`src/hw/rtl/i2cbb_pkg.sv`:
```
// Shared types and constants for the I2C bit-bang master.
// This package has no dependencies. The front, the engine and the top level import it.
`timescale 1ns / 1ps
`default_nettype none

package i2cbb_pkg;

  // These are the command codes that the kind field carries.
  typedef enum logic [2:0] {
    CMD_IDLE  = 3'd0,
    CMD_START = 3'd1,
    CMD_STOP  = 3'd2,
    CMD_SEND  = 3'd3,
    CMD_WACK  = 3'd4,
    CMD_READ  = 3'd5,
    CMD_ACK   = 3'd6,
    CMD_NACK  = 3'd7
  } cmd_e;

  // This is the configuration register map.
  localparam int unsigned CFG_IDX_W = 2;
  localparam int unsigned CFG_DATA_W = 16;
  localparam logic [CFG_IDX_W-1:0] CFG_HALF_PERIOD = 2'd0;
  localparam logic [CFG_IDX_W-1:0] CFG_ACK_LIMIT   = 2'd1;

  localparam logic [15:0] HALF_PERIOD_RST = 16'd160;
  localparam logic [7:0]  ACK_LIMIT_RST   = 8'd250;

  // This is the default depth of the tick queue between the front and the engine.
  localparam int unsigned FIFO_DEPTH = 2;

  // One classified tick, as it is queued for the engine.
  typedef struct packed {
    cmd_e       cmd;
    logic [7:0] tx_byte;
    logic       ack_sel;
    logic       sda;
  } tick_t;

  // This is the handshake from the queue to the engine.
  typedef struct packed {
    logic  valid;
    tick_t tick;
  } tick_req_t;

endpackage

`default_nettype wire

```
`src/hw/rtl/i2cbb_front.sv`:
```
// Front part of the I2C master: it accepts ticks, decodes the command and queues them.
// It depends on i2cbb_pkg.
`timescale 1ns / 1ps
`default_nettype none

module i2cbb_front import i2cbb_pkg::*; #(
  parameter int unsigned Depth = FIFO_DEPTH
) (
  input  wire logic       clk_i,
  input  wire logic       rst_ni,
  input  wire logic       in_valid_i,
  output logic            in_ready_o,
  input  wire logic [2:0] kind_i,
  input  wire logic [7:0] tx_byte_i,
  input  wire logic       ack_after_read_i,
  input  wire logic       sda_in_i,
  output tick_req_t       req_o,
  input  wire logic       pop_i
);

  localparam int unsigned PtrW = (Depth > 1) ? $clog2(Depth) : 1;
  localparam int unsigned CntW = $clog2(Depth + 1);

  tick_t            store_q [Depth];
  logic [PtrW-1:0]  wr_ptr_q, wr_ptr_d;
  logic [PtrW-1:0]  rd_ptr_q, rd_ptr_d;
  logic [CntW-1:0]  count_q, count_d;
  logic             push;
  tick_t            tick_in;

  assign in_ready_o = (count_q != CntW'(Depth));
  assign push       = in_valid_i && in_ready_o;

  always_comb begin
    tick_in.cmd     = cmd_e'(kind_i);
    tick_in.tx_byte = tx_byte_i;
    tick_in.ack_sel = ack_after_read_i;
    tick_in.sda     = sda_in_i;
  end

  always_comb begin
    wr_ptr_d = wr_ptr_q;
    rd_ptr_d = rd_ptr_q;
    count_d  = count_q;
    if (push) begin
      wr_ptr_d = (wr_ptr_q == PtrW'(Depth - 1)) ? '0 : wr_ptr_q + 1'b1;
    end
    if (pop_i) begin
      rd_ptr_d = (rd_ptr_q == PtrW'(Depth - 1)) ? '0 : rd_ptr_q + 1'b1;
    end
    if (push && !pop_i) begin
      count_d = count_q + 1'b1;
    end else if (pop_i && !push) begin
      count_d = count_q - 1'b1;
    end
  end

  always_ff @(posedge clk_i or negedge rst_ni) begin
    if (!rst_ni) begin
      wr_ptr_q <= '0;
      rd_ptr_q <= '0;
      count_q  <= '0;
    end else begin
      wr_ptr_q <= wr_ptr_d;
      rd_ptr_q <= rd_ptr_d;
      count_q  <= count_d;
    end
  end

  always_ff @(posedge clk_i) begin
    if (push) begin
      store_q[wr_ptr_q] <= tick_in;
    end
  end

  assign req_o.valid = (count_q != '0);
  assign req_o.tick  = store_q[rd_ptr_q];

  // The queue must never overfill, and it must never be popped while it is empty.
  a_count_bound: assert property (@(posedge clk_i) disable iff (!rst_ni)
    count_q <= CntW'(Depth))
    else $error("tick queue overfilled");
  a_pop_nonempty: assert property (@(posedge clk_i) disable iff (!rst_ni)
    pop_i |-> count_q != '0)
    else $error("tick queue popped while empty");

endmodule

`default_nettype wire

```
`src/hw/rtl/i2cbb_engine.sv`:
```
// Back part of the I2C master: the bus sequencer, which advances one tick per popped entry.
// It also holds the result register. It depends on i2cbb_pkg.
`timescale 1ns / 1ps
`default_nettype none

module i2cbb_engine import i2cbb_pkg::*; (
  input  wire logic        clk_i,
  input  wire logic        rst_ni,
  input  wire tick_req_t   req_i,
  output logic             pop_o,
  input  wire logic [15:0] half_period_i,
  input  wire logic [7:0]  ack_limit_i,
  output logic             out_valid_o,
  input  wire logic        out_ready_i,
  output logic             scl_out_o,
  output logic             sda_release_o,
  output logic             busy_res_o,
  output logic             done_res_o,
  output logic [7:0]       rx_byte_o,
  output logic             ack_error_o
);

  typedef enum logic [1:0] {
    PH_A = 2'd0,
    PH_B = 2'd1,
    PH_C = 2'd2,
    PH_D = 2'd3
  } phase_e;

  cmd_e        cmd_q, cmd_d;
  phase_e      phase_q, phase_d;
  logic [3:0]  bit_idx_q, bit_idx_d;
  logic [7:0]  shift_q, shift_d;
  logic [15:0] timer_q, timer_d;
  logic [7:0]  ack_cnt_q, ack_cnt_d;
  logic        scl_q, scl_d;
  logic        sda_q, sda_d;
  logic [7:0]  rx_q, rx_d;
  logic        err_q, err_d;
  logic        rack_q, rack_d;
  logic        done_d;
  logic        run;
  logic        out_valid_q;
  tick_t       t;

  assign t     = req_i.tick;
  assign pop_o = req_i.valid && (!out_valid_q || out_ready_i);

  always_comb begin
    cmd_d     = cmd_q;
    phase_d   = phase_q;
    bit_idx_d = bit_idx_q;
    shift_d   = shift_q;
    timer_d   = timer_q;
    ack_cnt_d = ack_cnt_q;
    scl_d     = scl_q;
    sda_d     = sda_q;
    rx_d      = rx_q;
    err_d     = err_q;
    rack_d    = rack_q;
    done_d    = 1'b0;
    run       = 1'b0;

    // An idle engine launches the command, if one is present. A busy engine
    // counts down the current step or runs its next phase.
    if (cmd_q == CMD_IDLE) begin
      if (t.cmd != CMD_IDLE) begin
        cmd_d     = t.cmd;
        phase_d   = PH_A;
        bit_idx_d = '0;
        timer_d   = '0;
        run       = 1'b1;
        if (t.cmd == CMD_SEND) begin
          shift_d = t.tx_byte;
        end
        if (t.cmd == CMD_READ) begin
          shift_d = '0;
          sda_d   = 1'b1;
          rack_d  = t.ack_sel;
        end
        if (t.cmd == CMD_WACK) begin
          ack_cnt_d = '0;
          err_d     = 1'b0;
        end
      end
    end else if (timer_q > 16'd1) begin
      timer_d = timer_q - 16'd1;
    end else begin
      run = 1'b1;
    end

    if (run) begin
      case (cmd_d)
        CMD_START: begin
          case (phase_d)
            PH_A: begin
              sda_d = 1'b1; scl_d = 1'b1;
              phase_d = PH_B; timer_d = half_period_i;
            end
            PH_B: begin
              sda_d = 1'b0;
              phase_d = PH_C; timer_d = half_period_i;
            end
            default: begin
              scl_d = 1'b0;
              cmd_d = CMD_IDLE; phase_d = PH_A; timer_d = '0; done_d = 1'b1;
            end
          endcase
        end
        CMD_STOP: begin
          case (phase_d)
            PH_A: begin
              scl_d = 1'b0; sda_d = 1'b0;
              phase_d = PH_B; timer_d = half_period_i;
            end
            PH_B: begin
              scl_d = 1'b1;
              phase_d = PH_C; timer_d = half_period_i;
            end
            PH_C: begin
              sda_d = 1'b1;
              phase_d = PH_D; timer_d = half_period_i;
            end
            default: begin
              cmd_d = CMD_IDLE; phase_d = PH_A; timer_d = '0; done_d = 1'b1;
            end
          endcase
        end
        CMD_SEND: begin
          case (phase_d)
            PH_B: begin
              scl_d = 1'b1;
              phase_d = PH_C; timer_d = half_period_i;
            end
            PH_C: begin
              scl_d = 1'b0;
              phase_d = PH_D; timer_d = half_period_i;
            end
            PH_D: begin
              // This is the end of one bit. Either finish, or put the next bit on SDA in the same tick.
              bit_idx_d = bit_idx_q + 4'd1;
              if (bit_idx_d >= 4'd8) begin
                cmd_d = CMD_IDLE; phase_d = PH_A; timer_d = '0; done_d = 1'b1;
              end else begin
                scl_d = 1'b0; sda_d = shift_q[7]; shift_d = {shift_q[6:0], 1'b0};
                phase_d = PH_B; timer_d = half_period_i;
              end
            end
            default: begin
              scl_d = 1'b0; sda_d = shift_d[7]; shift_d = {shift_d[6:0], 1'b0};
              phase_d = PH_B; timer_d = half_period_i;
            end
          endcase
        end
        CMD_WACK: begin
          case (phase_d)
            PH_A: begin
              sda_d = 1'b1;
              phase_d = PH_B; timer_d = half_period_i;
            end
            PH_B: begin
              scl_d = 1'b1;
              phase_d = PH_C; timer_d = half_period_i;
            end
            default: begin
              // The engine polls SDA every tick until the slave pulls it low or the limit runs out.
              timer_d = '0;
              if (!t.sda) begin
                scl_d = 1'b0;
                cmd_d = CMD_IDLE; phase_d = PH_A; done_d = 1'b1;
              end else if (ack_cnt_q >= ack_limit_i) begin
                // On a timeout, the engine flags the error and starts a stop sequence at once.
                err_d = 1'b1;
                cmd_d = CMD_STOP;
                scl_d = 1'b0; sda_d = 1'b0;
                phase_d = PH_B; timer_d = half_period_i;
              end else begin
                ack_cnt_d = ack_cnt_q + 8'd1;
              end
            end
          endcase
        end
        CMD_READ: begin
          case (phase_d)
            PH_A: begin
              scl_d = 1'b0;
              phase_d = PH_B; timer_d = half_period_i;
            end
            PH_B: begin
              scl_d = 1'b1; shift_d = {shift_q[6:0], t.sda};
              phase_d = PH_C; timer_d = half_period_i;
            end
            default: begin
              bit_idx_d = bit_idx_q + 4'd1;
              scl_d = 1'b0;
              phase_d = PH_B; timer_d = half_period_i;
              if (bit_idx_d >= 4'd8) begin
                // After the eighth bit, the engine goes straight into the ack or nack bit.
                rx_d  = shift_q;
                cmd_d = rack_q ? CMD_ACK : CMD_NACK;
                sda_d = !rack_q;
              end
            end
          endcase
        end
        CMD_ACK, CMD_NACK: begin
          case (phase_d)
            PH_A: begin
              scl_d = 1'b0; sda_d = (cmd_d == CMD_NACK);
              phase_d = PH_B; timer_d = half_period_i;
            end
            PH_B: begin
              scl_d = 1'b1;
              phase_d = PH_C; timer_d = half_period_i;
            end
            default: begin
              scl_d = 1'b0;
              cmd_d = CMD_IDLE; phase_d = PH_A; timer_d = '0; done_d = 1'b1;
            end
          endcase
        end
        default: begin
          cmd_d = CMD_IDLE;
        end
      endcase
    end
  end

  always_ff @(posedge clk_i or negedge rst_ni) begin
    if (!rst_ni) begin
      cmd_q         <= CMD_IDLE;
      phase_q       <= PH_A;
      bit_idx_q     <= '0;
      shift_q       <= '0;
      timer_q       <= '0;
      ack_cnt_q     <= '0;
      scl_q         <= 1'b1;
      sda_q         <= 1'b1;
      rx_q          <= '0;
      err_q         <= 1'b0;
      rack_q        <= 1'b0;
      out_valid_q   <= 1'b0;
      scl_out_o     <= 1'b1;
      sda_release_o <= 1'b1;
      busy_res_o    <= 1'b0;
      done_res_o    <= 1'b0;
      rx_byte_o     <= '0;
      ack_error_o   <= 1'b0;
    end else begin
      if (pop_o) begin
        cmd_q         <= cmd_d;
        phase_q       <= phase_d;
        bit_idx_q     <= bit_idx_d;
        shift_q       <= shift_d;
        timer_q       <= timer_d;
        ack_cnt_q     <= ack_cnt_d;
        scl_q         <= scl_d;
        sda_q         <= sda_d;
        rx_q          <= rx_d;
        err_q         <= err_d;
        rack_q        <= rack_d;
        out_valid_q   <= 1'b1;
        scl_out_o     <= scl_d;
        sda_release_o <= sda_d;
        busy_res_o    <= (cmd_d != CMD_IDLE);
        done_res_o    <= done_d;
        rx_byte_o     <= rx_d;
        ack_error_o   <= err_d;
      end else if (out_ready_i) begin
        out_valid_q <= 1'b0;
      end
    end
  end

  assign out_valid_o = out_valid_q;

  a_idle_clean: assert property (@(posedge clk_i) disable iff (!rst_ni)
    cmd_q == CMD_IDLE |-> (phase_q == PH_A && timer_q == '0))
    else $error("idle engine holds phase or timer");
  a_phase_d_use: assert property (@(posedge clk_i) disable iff (!rst_ni)
    (cmd_q != CMD_STOP && cmd_q != CMD_SEND) |-> phase_q != PH_D)
    else $error("fourth phase reached by a short command");
  a_bit_bound: assert property (@(posedge clk_i) disable iff (!rst_ni)
    bit_idx_q <= 4'd8)
    else $error("bit index past eight");
  a_countdown: assert property (@(posedge clk_i) disable iff (!rst_ni)
    (pop_o && cmd_q != CMD_IDLE && timer_q > 16'd1) |=> timer_q == $past(timer_q) - 16'd1)
    else $error("step timer did not count down");

endmodule

`default_nettype wire

```
`src/hw/rtl/i2c_bit_bang_master.sv`:
```
// Top level of the I2C bit-bang master. It holds the configuration registers and connects the parts.
// It depends on i2cbb_pkg, i2cbb_front and i2cbb_engine.
//
// Usage: every input transfer is one timing tick of the bus engine. It carries the sampled
// SDA level and, optionally, a command (kind). The engine takes a command only while it is idle.
// Commands that arrive while it is busy, and kind zero, count only as ticks. Every
// tick produces exactly one output transfer. That transfer holds the pin levels after the tick
// (scl_out, sda_release), the busy and done flags, the last received byte and the
// ack timeout flag.
// The configuration channel writes half_period_ticks (index 0) or ack_wait_limit (index
// 1). Writes to other indexes are ignored. The channel is always ready. Write it only
// while the engine is idle and no ticks are in flight.
// Throughput is one tick per clock cycle while the receiver does not stall. The engine
// updates its state once per popped tick. An input transfer passes through two registers
// on its way to the output: the tick queue and then the result register.
// At reset, both pins are released, the engine is idle, and the queue and the result register are
// empty. The registers return to 160 and 250.
// When the receiver stalls, the result waits in the output register. Ticks keep filling
// the queue (FifoDepth entries) until it is full. Only then does in_ready_o fall.
`timescale 1ns / 1ps
`default_nettype none

module i2c_bit_bang_master import i2cbb_pkg::*; #(
  parameter int unsigned FifoDepth = FIFO_DEPTH
) (
  input  wire logic                  clk_i,
  input  wire logic                  rst_ni,
  input  wire logic                  in_valid_i,
  output logic                       in_ready_o,
  input  wire logic [2:0]            kind_i,
  input  wire logic [7:0]            tx_byte_i,
  input  wire logic                  ack_after_read_i,
  input  wire logic                  sda_in_i,
  output logic                       out_valid_o,
  input  wire logic                  out_ready_i,
  output logic                       scl_out_o,
  output logic                       sda_release_o,
  output logic                       busy_res_o,
  output logic                       done_res_o,
  output logic [7:0]                 rx_byte_o,
  output logic                       ack_error_o,
  input  wire logic                  cfg_valid_i,
  output logic                       cfg_ready_o,
  input  wire logic [CFG_IDX_W-1:0]  cfg_index_i,
  input  wire logic [CFG_DATA_W-1:0] cfg_data_i
);

  logic [15:0] half_period_q;
  logic [7:0]  ack_limit_q;
  tick_req_t   req;
  logic        pop;

  // The configuration registers never back-pressure the channel.
  assign cfg_ready_o = 1'b1;

  always_ff @(posedge clk_i or negedge rst_ni) begin
    if (!rst_ni) begin
      half_period_q <= HALF_PERIOD_RST;
      ack_limit_q   <= ACK_LIMIT_RST;
    end else if (cfg_valid_i && cfg_ready_o) begin
      case (cfg_index_i)
        CFG_HALF_PERIOD: half_period_q <= cfg_data_i[15:0];
        CFG_ACK_LIMIT:   ack_limit_q   <= cfg_data_i[7:0];
        default:         ;
      endcase
    end
  end

  // The front accepts and decodes ticks into a short queue.
  i2cbb_front #(
    .Depth (FifoDepth)
  ) u_front (
    .clk_i            (clk_i),
    .rst_ni           (rst_ni),
    .in_valid_i       (in_valid_i),
    .in_ready_o       (in_ready_o),
    .kind_i           (kind_i),
    .tx_byte_i        (tx_byte_i),
    .ack_after_read_i (ack_after_read_i),
    .sda_in_i         (sda_in_i),
    .req_o            (req),
    .pop_i            (pop)
  );

  // The engine advances the bus sequence once per popped tick. It pops only when the
  // result register is free or is being emptied.
  i2cbb_engine u_engine (
    .clk_i         (clk_i),
    .rst_ni        (rst_ni),
    .req_i         (req),
    .pop_o         (pop),
    .half_period_i (half_period_q),
    .ack_limit_i   (ack_limit_q),
    .out_valid_o   (out_valid_o),
    .out_ready_i   (out_ready_i),
    .scl_out_o     (scl_out_o),
    .sda_release_o (sda_release_o),
    .busy_res_o    (busy_res_o),
    .done_res_o    (done_res_o),
    .rx_byte_o     (rx_byte_o),
    .ack_error_o   (ack_error_o)
  );

endmodule

`default_nettype wire

```
`config.mk`:
```
export PLATFORM = sky130hd
export DESIGN_NAME = i2c_bit_bang_master
export DESIGN_NICKNAME = d
export VERILOG_FILES = /design/src/hw/rtl/i2cbb_pkg.sv /design/src/hw/rtl/i2cbb_front.sv /design/src/hw/rtl/i2cbb_engine.sv /design/src/hw/rtl/i2c_bit_bang_master.sv
export SDC_FILE = /design/constraint.sdc
export NUM_CORES = 1
export LEC_CHECK = 0
export CAP_MARGIN = 20
export CORE_MARGIN = 2
export CORE_UTILIZATION = 60
export CTS_BUF_LIST = sky130_fd_sc_hd__clkbuf_2
export DETAILED_ROUTE_END_ITERATION = 7
export DONT_BUFFER_PORTS = 1
export PLACE_DENSITY = 0.76
export SETUP_SLACK_MARGIN = 0.1
export SLEW_MARGIN = 20
export SYNTH_ARGS = -nofsm -noshare
export SYNTH_HDL_FRONTEND = slang
export SYNTH_HIERARCHICAL = 1
export SYNTH_SLANG_ARGS = --single-unit
```
`constraint.sdc`:
```
create_clock -name clk_i -period 4.03 [get_ports clk_i]
set_clock_uncertainty 0.15 [all_clocks]
set_input_delay 0.2015 -clock clk_i [delete_from_list [all_inputs] [get_ports clk_i]]
set_output_delay 0.2015 -clock clk_i [all_outputs]
set_load 0.01 [all_outputs]
```
# == Yosys cells after proc, flatten, opt, wreduce, memory -nomap -nowiden ==
# Memories as Yosys holds them, arrays and structs flattened.
# Cells that the tools add are included.
# word_totals
mem_count,1
input_bits,36
out_inout_bits,16
elab_cells,196
regBits,84
mem_bits_rw,26
# mem_list
name,words,width,rd,rd_ports_with_merged_regs,wr,line_no,text
u_front.store_q,2,13,1,0,1,i2cbb_front.sv:24,tick_t store_q [Depth];
# op_classes
addsub,7
muxes,116
eq_ne,20
n_bitwise,1
n_lt_le_gt_ge,3
reduce_logical,29
# ops
operator,n
2-to-1 mux 16 bit,11
2-to-1 mux 8 bit,19
one-hot mux 16 bit (5 select lines),1
2-to-1 mux 1 bit,40
2-to-1 mux 3 bit,12
one-hot mux 8 bit (2 select lines),2
2-to-1 mux 4 bit,5
== test 3 bit (second input constant),6
> comparator 16 x 1 -> 1 bit (second input constant),1
2-to-1 mux 2 bit,8
one-hot mux 1 bit (2 select lines),8
subtractor 16 x 1 -> 16 bit (second input constant),1
one-hot mux 3 bit (5 select lines),1
one-hot mux 2 bit (3 select lines),2
one-hot mux 2 bit (5 select lines),1
== test 3 x 2 -> 1 bit (second input constant),3
OR reduction 3 bit,3
adder 8 x 1 -> 8 bit (second input constant),1
>= comparator 8 bit,1
one-hot mux 2 bit (2 select lines),2
one-hot mux 4 bit (2 select lines),1
AND reduction 8 bit,1
inequality test 2 bit (second input constant),3
one-hot mux 1 bit (6 select lines),1
other kinds (26),42

# == Depth between registers and ports, before layout ==
# Gate-level depths: netlist of the first run.
# An unclocked memory read counts as a cell.
# depth
depth_word,10
depth_mapped,15

# == Modules after synthesis ==
# Netlist of the first run, hierarchy kept.
# by_module_without_submodules
module,instances,area_each_um2,cells_per_inst
i2cbb_engine,1,4091.4,461
i2cbb_front,1,1139.8,58
i2c_bit_bang_master,1,929.6,53

# == Worst setup path after synthesis of the first run ==
# Ideal clock, no wire load.
# synth_timing
path_type,reg2reg
startpoint,register u_front.rd_ptr_q
endpoint,register u_engine.timer_q[14]
stages_incl_launch_ff,16
setup_ns,0.126
slack_ns,0.479
path_buffers,4
synth_period_minus_slack_ns,3.551
arrival_ns,3.275
cell_sequence,dfrtp_1 buf_6 mux2_2 clkbuf_1 nor3_1 nand2b_1 and2_1 inv_1 ha_1 clkbuf_1 nor2_1 a311oi_1 nor3_1 a21oi_2 buf_6 a221o_1
# synth_lines
element,line_no,text
start: declaration,i2cbb_front.sv:26,"logic [PtrW-1:0] rd_ptr_q, rd_ptr_d;"
start signal: assignment,i2cbb_front.sv:65,rd_ptr_q <= rd_ptr_d;
end signal: assignment,i2cbb_engine.sv:255,timer_q <= timer_d;
end: declaration,i2cbb_engine.sv:34,"logic [15:0] timer_q, timer_d;"

==> results of run 1 <==
[synthesized netlist by cell type, types with 8 or more instances]
| master | instances | area share, % |
|---|---|---|
| dfrtp_1 | 74 | 30 |
| mux2_2 | 51 | 9.3 |
| o21ai_0 | 38 | 3.1 |
| nand2_1 | 36 | 2.2 |
| inv_1 | 29 | 1.8 |
| nor2_1 | 29 | 1.8 |
| a21oi_1 | 26 | 2.1 |
| edfxtp_1 | 26 | 13 |
| a221o_1 | 21 | 3.4 |
| ha_1 | 18 | 3.7 |
| clkbuf_1 | 15 | 0.91 |
| nor3_1 | 14 | 1.1 |
| a31oi_1 | 13 | 1.3 |
| nor2b_1 | 13 | 1.3 |
| nand3_1 | 11 | 0.89 |
| dfstp_2 | 10 | 4.3 |
| o2bb2ai_1 | 8 | 1.1 |
[flip-flops by register name, indices dropped and copies added, names as in the netlist]
signal,count
u_engine/busy_res_o,1
ack_limit_q,8
u_engine/out_valid_o,1
u_engine/shift_q,8
half_period_q,16
u_engine/err_q,1
u_engine/phase_q,2
u_front/store_q,26
u_front/count_q,2
u_front/rd_ptr_q,1
u_engine/bit_idx_q,4
u_engine/cmd_q,3
u_engine/done_res_o,1
u_engine/ack_cnt_q,8
u_engine/timer_q,16
u_engine/rack_q,1
u_engine/scl_q,1
u_front/wr_ptr_q,1
u_engine/sda_q,1
u_engine/rx_q,8
[through the flow]
step	setup slack [ns]	area [um2]
detailed placement	0.238	6290
global placement	0.436	6290
global route	0.104	7100
finish	0.328	7100
floorplan	0.479	6160
CTS	0.181	7060
[final cells by class]
type,instances,share of cell area [%]
Clock inverter,6,1.62
Clock buffer,10,0.705
Multi-Input combinational cell,405,42.9
Tap cell,133,2.34
Timing Repair Buffer,72,10.1
Inverter,29,1.53
Sequential cell,110,40.8
[metal layers]
layer | global-route usage, % | vias to the layer above
met5 | 0 | -
met4 | 8.86 | 0
met3 | 6.56 | 22
met2 | 44.1 | 172
met1 | 39.1 | 2380
li1 | - | 2270
[worst max-delay path by stage]
stage                     slack (ns)               endpoint              from
final                           0.33  u_engine/ack_cnt_q[7]  u_front/rd_ptr_q
after global routing            0.10  u_engine/ack_cnt_q[7]  u_front/rd_ptr_q
after CTS                       0.18       u_engine/rx_q[2]  u_front/rd_ptr_q
after detailed placement        0.24       u_engine/rx_q[2]  u_front/rd_ptr_q
after global placement          0.44       u_engine/rx_q[5]  u_front/rd_ptr_q
after floorplan                 0.48   u_engine/timer_q[14]  u_front/rd_ptr_q
[cell families (layout without fill, tap and decap cells)]
group,count (synthesis),after routing
compound gates,167,167
simple gates,156,156
flops,110,110
buf+inv,57,117
mux,54,54
fa+ha+maj,18,18
xor+xnor,9,9
other cells,1,1
[critical path: cells and delay by family, from the launching register on]
| kind | cells | cell delay [ns] |
|---|---|---|
| AND/OR/NAND/NOR | 5 | 1.11 |
| adder cells (fa/ha/maj) | 1 | 0.31 |
| buffers and inverters | 2 | 0.28 |
| flip-flops | 1 | 0.52 |
| AO/OA/AOI/OAI | 3 | 0.77 |
| multiplexers | 1 | 0.51 |
[power by group through the flow]
stage | combinational, mW | sequential [mW] | clock (mW)
final | 1.95 | 1.73 | 0.641
after global routing | 2.14 | 1.77 | 0.690
after CTS | 1.89 | 1.72 | 0.656
after detailed placement | 1.80 | 1.74 | 0
after global placement | 1.76 | 1.73 | 0
after floorplan | 1.42 | 1.66 | 0
[what timing repair did]
item / in CTS / in global routing
hold buffers: 57 / 0
setup buffers: 0 / 2
endpoints found under the setup margin: 0 / 38
hold endpoints to repair: 166 / 0
resized for setup: 0 / 6
==> results.json, run 1 <==
{
  "drt_iter0_drc": 415,
  "diodes": 0,
  "timing_worst_setup_path_type": "reg2reg",
  "worst_ep_arrival_time_ns": 4.15,
  "cts-htree-levels": 3,
  "final_common_cell": "dfrtp_1",
  "root_buffer": "clkbuf_2",
  "worstMarginPinSlew_ns": 0.903,
  "nNetsFinal": 681,
  "p_total_mw": 4.32,
  "status": "finished, final reports clean",
  "grt_pass1_wl_um": 24600,
  "hold_viol": 0,
  "r2r-end": "u_engine/ack_cnt_q[7]",
  "tns_ns": 0,
  "grt_pass1_vias": 4786,
  "maxCapViolCount": 0,
  "cp_max_fo": 20,
  "start_util_pct": 62.5,
  "synth_edf_count": 26,
  "crit_path_top_delay_cell": "dfrtp_2",
  "synthAdderAreaFrac_pct": 3.66,
  "endpoint_kind": "flop",
  "whs_path_depth": 1,
  "layout_common_cells": "dfrtp_1, dlygate4sd3_1, mux2_2",
  "combinationalPowerShare_pct": 45.2,
  "syn_area_per_cell_um2": 10.8,
  "portBuffers": 0,
  "placed_cells": 690,
  "worstReg2RegStart": "u_front/rd_ptr_q",
  "first_pass_iters": 5,
  "critPathRequiredTime_ns": 4.48,
  "place_hpwl_um": 9790,
  "maxSlewViolCount": 0,
  "synth_top_family_by_area": "compound AO/OA/AOI/OAI gates",
  "insertion_delay_ns": 0.67,
  "powerDensity_nw_per_um2": 609,
  "num_rows": 36,
  "postSynthCellCount": 572,
  "drc": 0,
  "yosys.cell_types.count": 76,
  "syn_area_um2": 6160,
  "seqCellArea_um2": 2900,
  "cell_internal_pwr_mw": 2.53,
  "switchingPower_mw": 1.79,
  "cp_slowest_stage_delay_ns": 0.52,
  "leakagePower_nw": 2.86,
  "cts_tree": "built",
  "fillCellCount": 714,
  "syn_nets": 626,
  "yosysWarnings": 6,
  "wl_met2_um": 7000,
  "antenna_found_initial": 0,
  "synth_seq_cells": 110,
  "r2r_cells": 12,
  "muxShareOfSynthArea_pct": 9.81,
  "crit_path_cell_trace": "mux2_2 > nor3_2 > nand2b_1 > and2_1 > inv_1 > ha_1 > inv_1 > nand2_1 > nor2_1 > a41oi_2 > a21o_1 > a22o_1",
  "cts_buffers": 9,
  "fin_cells": 765,
  "clk_path_buf_depth": 2,
  "clock.fmax_mhz": 270,
  "p_seq_share_pct": 40.0,
  "p_clk_share_pct": 14.8,
  "ant_nets": 0,
  "rsz0062_at_grt": "no",
  "async_flop_share_pct": 76.4,
  "cpMostUsedCell": "inv_1",
  "multi_input_area_um2": 3050,
  "met3_length_um": 848,
  "whs_endpoint": "u_front/store_q[0][12]",
  "sw_frac_of_total_pct": 41.5,
  "coreArea_um2": 9860,
  "hp-class": "in2reg",
  "io_pins": 52,
  "viasPerCell": 6.33,
  "wl_met1_um": 6770,
  "grt_usage_pct": 28.2,
  "crit_path_start_kind": "flop",
  "period_share_pct": 91.9,
  "synth_ff_type": "dfrtp_1",
  "num_vias": 4844,
  "routed.top_layer": "met4",
  "area_growth_pct": 15.3,
  "reg2reg_slack_ns": 0.33,
  "dieArea_um2": 11100,
  "ir_drop_v": 0.000455,
  "fin_util_pct": 72.0,
  "place.gp.congestion": 0.943,
  "synth_simple_gate_area_share_pct": 14.5,
  "finalSetupViolCount": 0,
  "grt_max_degree": 75,
  "cts.sinks": 110,
  "post_drt_wl_per_cell_um": 19.5,
  "synth_compound_area_share_pct": 19.6,
  "grt_overflow": 0,
  "routed_wl_um": 14900,
  "die_h_um": 105,
  "drive_gt1_share_pct": 19.6,
  "synth_xor_area_share_pct": 1.28,
  "clk_pin_slew_ns": 0.29,
  "whs_ns": 0.0587,
  "ys_seq_area_share_pct": 47.0,
  "slew_headroom_pct": 39.8,
  "fin_crit_ns": 3.70,
  "hold_start": "kind_i[2]",
  "die_w_um": 105
}
No activity file was read; power rests on OpenSTA's default activity.
==> run 2, diff against run 1 <==
--- a/config.mk
+++ b/config.mk
@@ -6,9 +6,9 @@
 export NUM_CORES = 1
 export LEC_CHECK = 0
 export CAP_MARGIN = 20
-export CORE_MARGIN = 2
 export CORE_UTILIZATION = 60
 export CTS_BUF_LIST = sky130_fd_sc_hd__clkbuf_2
+export CTS_CLUSTER_DIAMETER = 200
 export DETAILED_ROUTE_END_ITERATION = 7
 export DONT_BUFFER_PORTS = 1
 export PLACE_DENSITY = 0.76
==> constraint.sdc (replaced) <==
create_clock -name clk_i -period 4.17 [get_ports clk_i]
set_clock_uncertainty 0.15 [all_clocks]
set_input_delay 0.2085 -clock clk_i [delete_from_list [all_inputs] [get_ports clk_i]]
set_output_delay 0.2085 -clock clk_i [all_outputs]
set_load 0.01 [all_outputs]
==> run 2 against run 1 <==
Net effect:
- total power fell by 8.5%
- die area fell by 3.8%
- sequential share of layout area rose by 1.1 points
- final cell count fell by 1.2%
- register-to-register slack barely moved
- critical path depth fell by 1
- sequential power barely moved
- critical endpoint is now u_engine/rx_q[7]
- global-route usage rose by 1.1 points
- clock power fell by 33%
- largest power group unchanged
==> results.json, run 2 (same netlist as run 1, synthesis figures left out) <==
{
  "grt_pass1_wl_um": 23200,
  "top_register": "u_front/store_q",
  "num_rows": 36,
  "final_common_cell": "dfrtp_1",
  "antenna_found_initial": 0,
  "root_buffer": "clkbuf_2",
  "timing_worst_setup_path_type": "reg2reg",
  "maxCapViolCount": 0,
  "cts-htree-levels": 3,
  "whs_ns": 0.0645,
  "first_pass_iters": 5,
  "period_share_pct": 92.0,
  "fillCellCount": 700,
  "clk_pin_slew_ns": 0.29,
  "finalSetupViolCount": 0,
  "grt_max_degree": 75,
  "hp-class": "in2reg",
  "die_w_um": 103,
  "reg2reg_slack_ns": 0.33,
  "placed_cells": 689,
  "powerDensity_nw_per_um2": 571,
  "place_hpwl_um": 9930,
  "insertion_delay_ns": 0.64,
  "placed_cell_area_um2": 6280,
  "crit_path_cell_trace": "mux2_2 > nor3_1 > nand2b_1 > and2_1 > inv_1 > ha_1 > inv_1 > nand2_1 > nor3_1 > nand2_1 > mux2_2",
  "viasPerCell": 6.43,
  "critPathTopFamily": "simple AND/OR/NAND/NOR gates",
  "nNetsFinal": 672,
  "worstMarginPinSlew_ns": 0.813,
  "cts_buffers": 9,
  "worst_ep_arrival_time_ns": 4.21,
  "tns_ns": 0,
  "status": "finished, final reports clean",
  "rsz0062_at_grt": "no",
  "critPathBufInv": 2,
  "largest_reg_flops": 26,
  "fin_cells": 756,
  "worstReg2RegStart": "u_front/rd_ptr_q",
  "io_pins": 52,
  "drt_iter0_drc": 313,
  "setup_slack_ns": 0.334,
  "ant_nets": 0,
  "whs_endpoint": "u_front/store_q[0][5]",
  "crit_path_top_delay_cell": "mux2_2",
  "cp-startpoint": "u_front/rd_ptr_q",
  "grt_usage_pct": 29.3,
  "grt_pass1_vias": 4606,
  "diodes": 0,
  "dieArea_um2": 10700,
  "start_util_pct": 62.5,
  "ir_drop_v": 0.000501,
  "clk_path_buf_depth": 2,
  "dp_slack_ns": 0.450,
  "p_total_mw": 3.95,
  "critPathRequiredTime_ns": 4.54,
  "die_h_um": 103,
  "routed_wl_um": 14900,
  "crit_path_start_kind": "flop",
  "drc": 0,
  "clock.fmax_mhz": 261,
  "endpoint_kind": "flop",
  "r2r-end": "u_engine/rx_q[7]",
  "hold_viol": 0,
  "area_growth_pct": 12.3,
  "cts_tree": "built",
  "whs_path_depth": 1,
  "slew_headroom_pct": 45.2,
  "maxSlewViolCount": 0,
  "grt_overflow": 0,
  "cp_max_fo": 27,
  "hold_start": "tx_byte_i[3]",
  "fin_util_pct": 70.1,
  "place.gp.congestion": 0.938,
  "final_cell_area_um2": 6920,
  "layout_common_cells": "dfrtp_1, mux2_2, dlygate4sd3_1",
  "cp_slowest_stage_delay_ns": 0.54,
  "reg_top3": "u_front/store_q (26), half_period_q (16), u_engine/timer_q (16)",
  "leakagePower_nw": 2.78,
  "num_vias": 4863,
  "cts.sinks": 110,
  "drive_gt1_share_pct": 18.5,
  "portBuffers": 0,
  "r2r_cells": 11,
  "fin_crit_ns": 3.84,
  "post_drt_wl_per_cell_um": 19.7,
  "coreArea_um2": 9860
}
run 2: cell count changes in the layout (fill, tap and decap cells not counted), sizes merged:
cell / before / now
inv: 31 / 29
dlygate4sd3: 55 / 49
buf: 17 / 14
clkinv: 0 / 5
bufinv: 3 / 0
run 2: worst max path at each step:
| stage | depth (start not counted) | end | slack, ns |
|---|---|---|---|
| global route | 11 | u_engine/rx_q[1] | 0.16 |
| finish | 11 | u_engine/rx_q[7] | 0.33 |
| global placement | 11 | u_engine/rx_q[3] | 0.55 |
| floorplan | 15 | u_engine/timer_q[14] | 0.62 |
| CTS | 11 | u_engine/rx_q[3] | 0.38 |
| detailed placement | 11 | u_engine/rx_q[2] | 0.45 |
run 2: routing by layer:
| metal | global-route usage, % | part of all wire (%) | vias up |
|---|---|---|---|
| met3 | 7.80 | 7.2 | 38 |
| li1 | - | - | 2253 |
| met2 | 44.5 | 46 | 202 |
| met5 | 0 | 0 | - |
| met4 | 9.86 | 2.4 | 0 |
| met1 | 40.9 | 45 | 2370 |
run 2: layout make-up:
type,instances,area (um2),share of cell area [%]
clock buffers,10,50.0,0.723
clock inverters,6,38.8,0.561
inverters,29,109,1.57
multi-input cells,405,3020,43.7
flip-flops and latches,110,2900,41.9
well taps,133,166,2.41
repair buffers,63,636,9.19
run 2: repair_timing:
item / 4_1_cts / 5_1_grt
resized for setup: 0 / 1
hold buffers: 44 / 7
endpoints found under the hold margin: 164 / 14
setup buffers: 0 / 0
endpoints found under the setup margin: 0 / 5
run 2: power breakdown:
| part | switching (mW) | total, mW | internal [mW] |
|---|---|---|---|
| Combinational | 1.08 | 1.83 | 0.747 |
| Clock | 0.350 | 0.429 | 0.0793 |
| Sequential | 0.285 | 1.70 | 1.41 |
| Total | 1.71 | 3.95 | 2.24 |
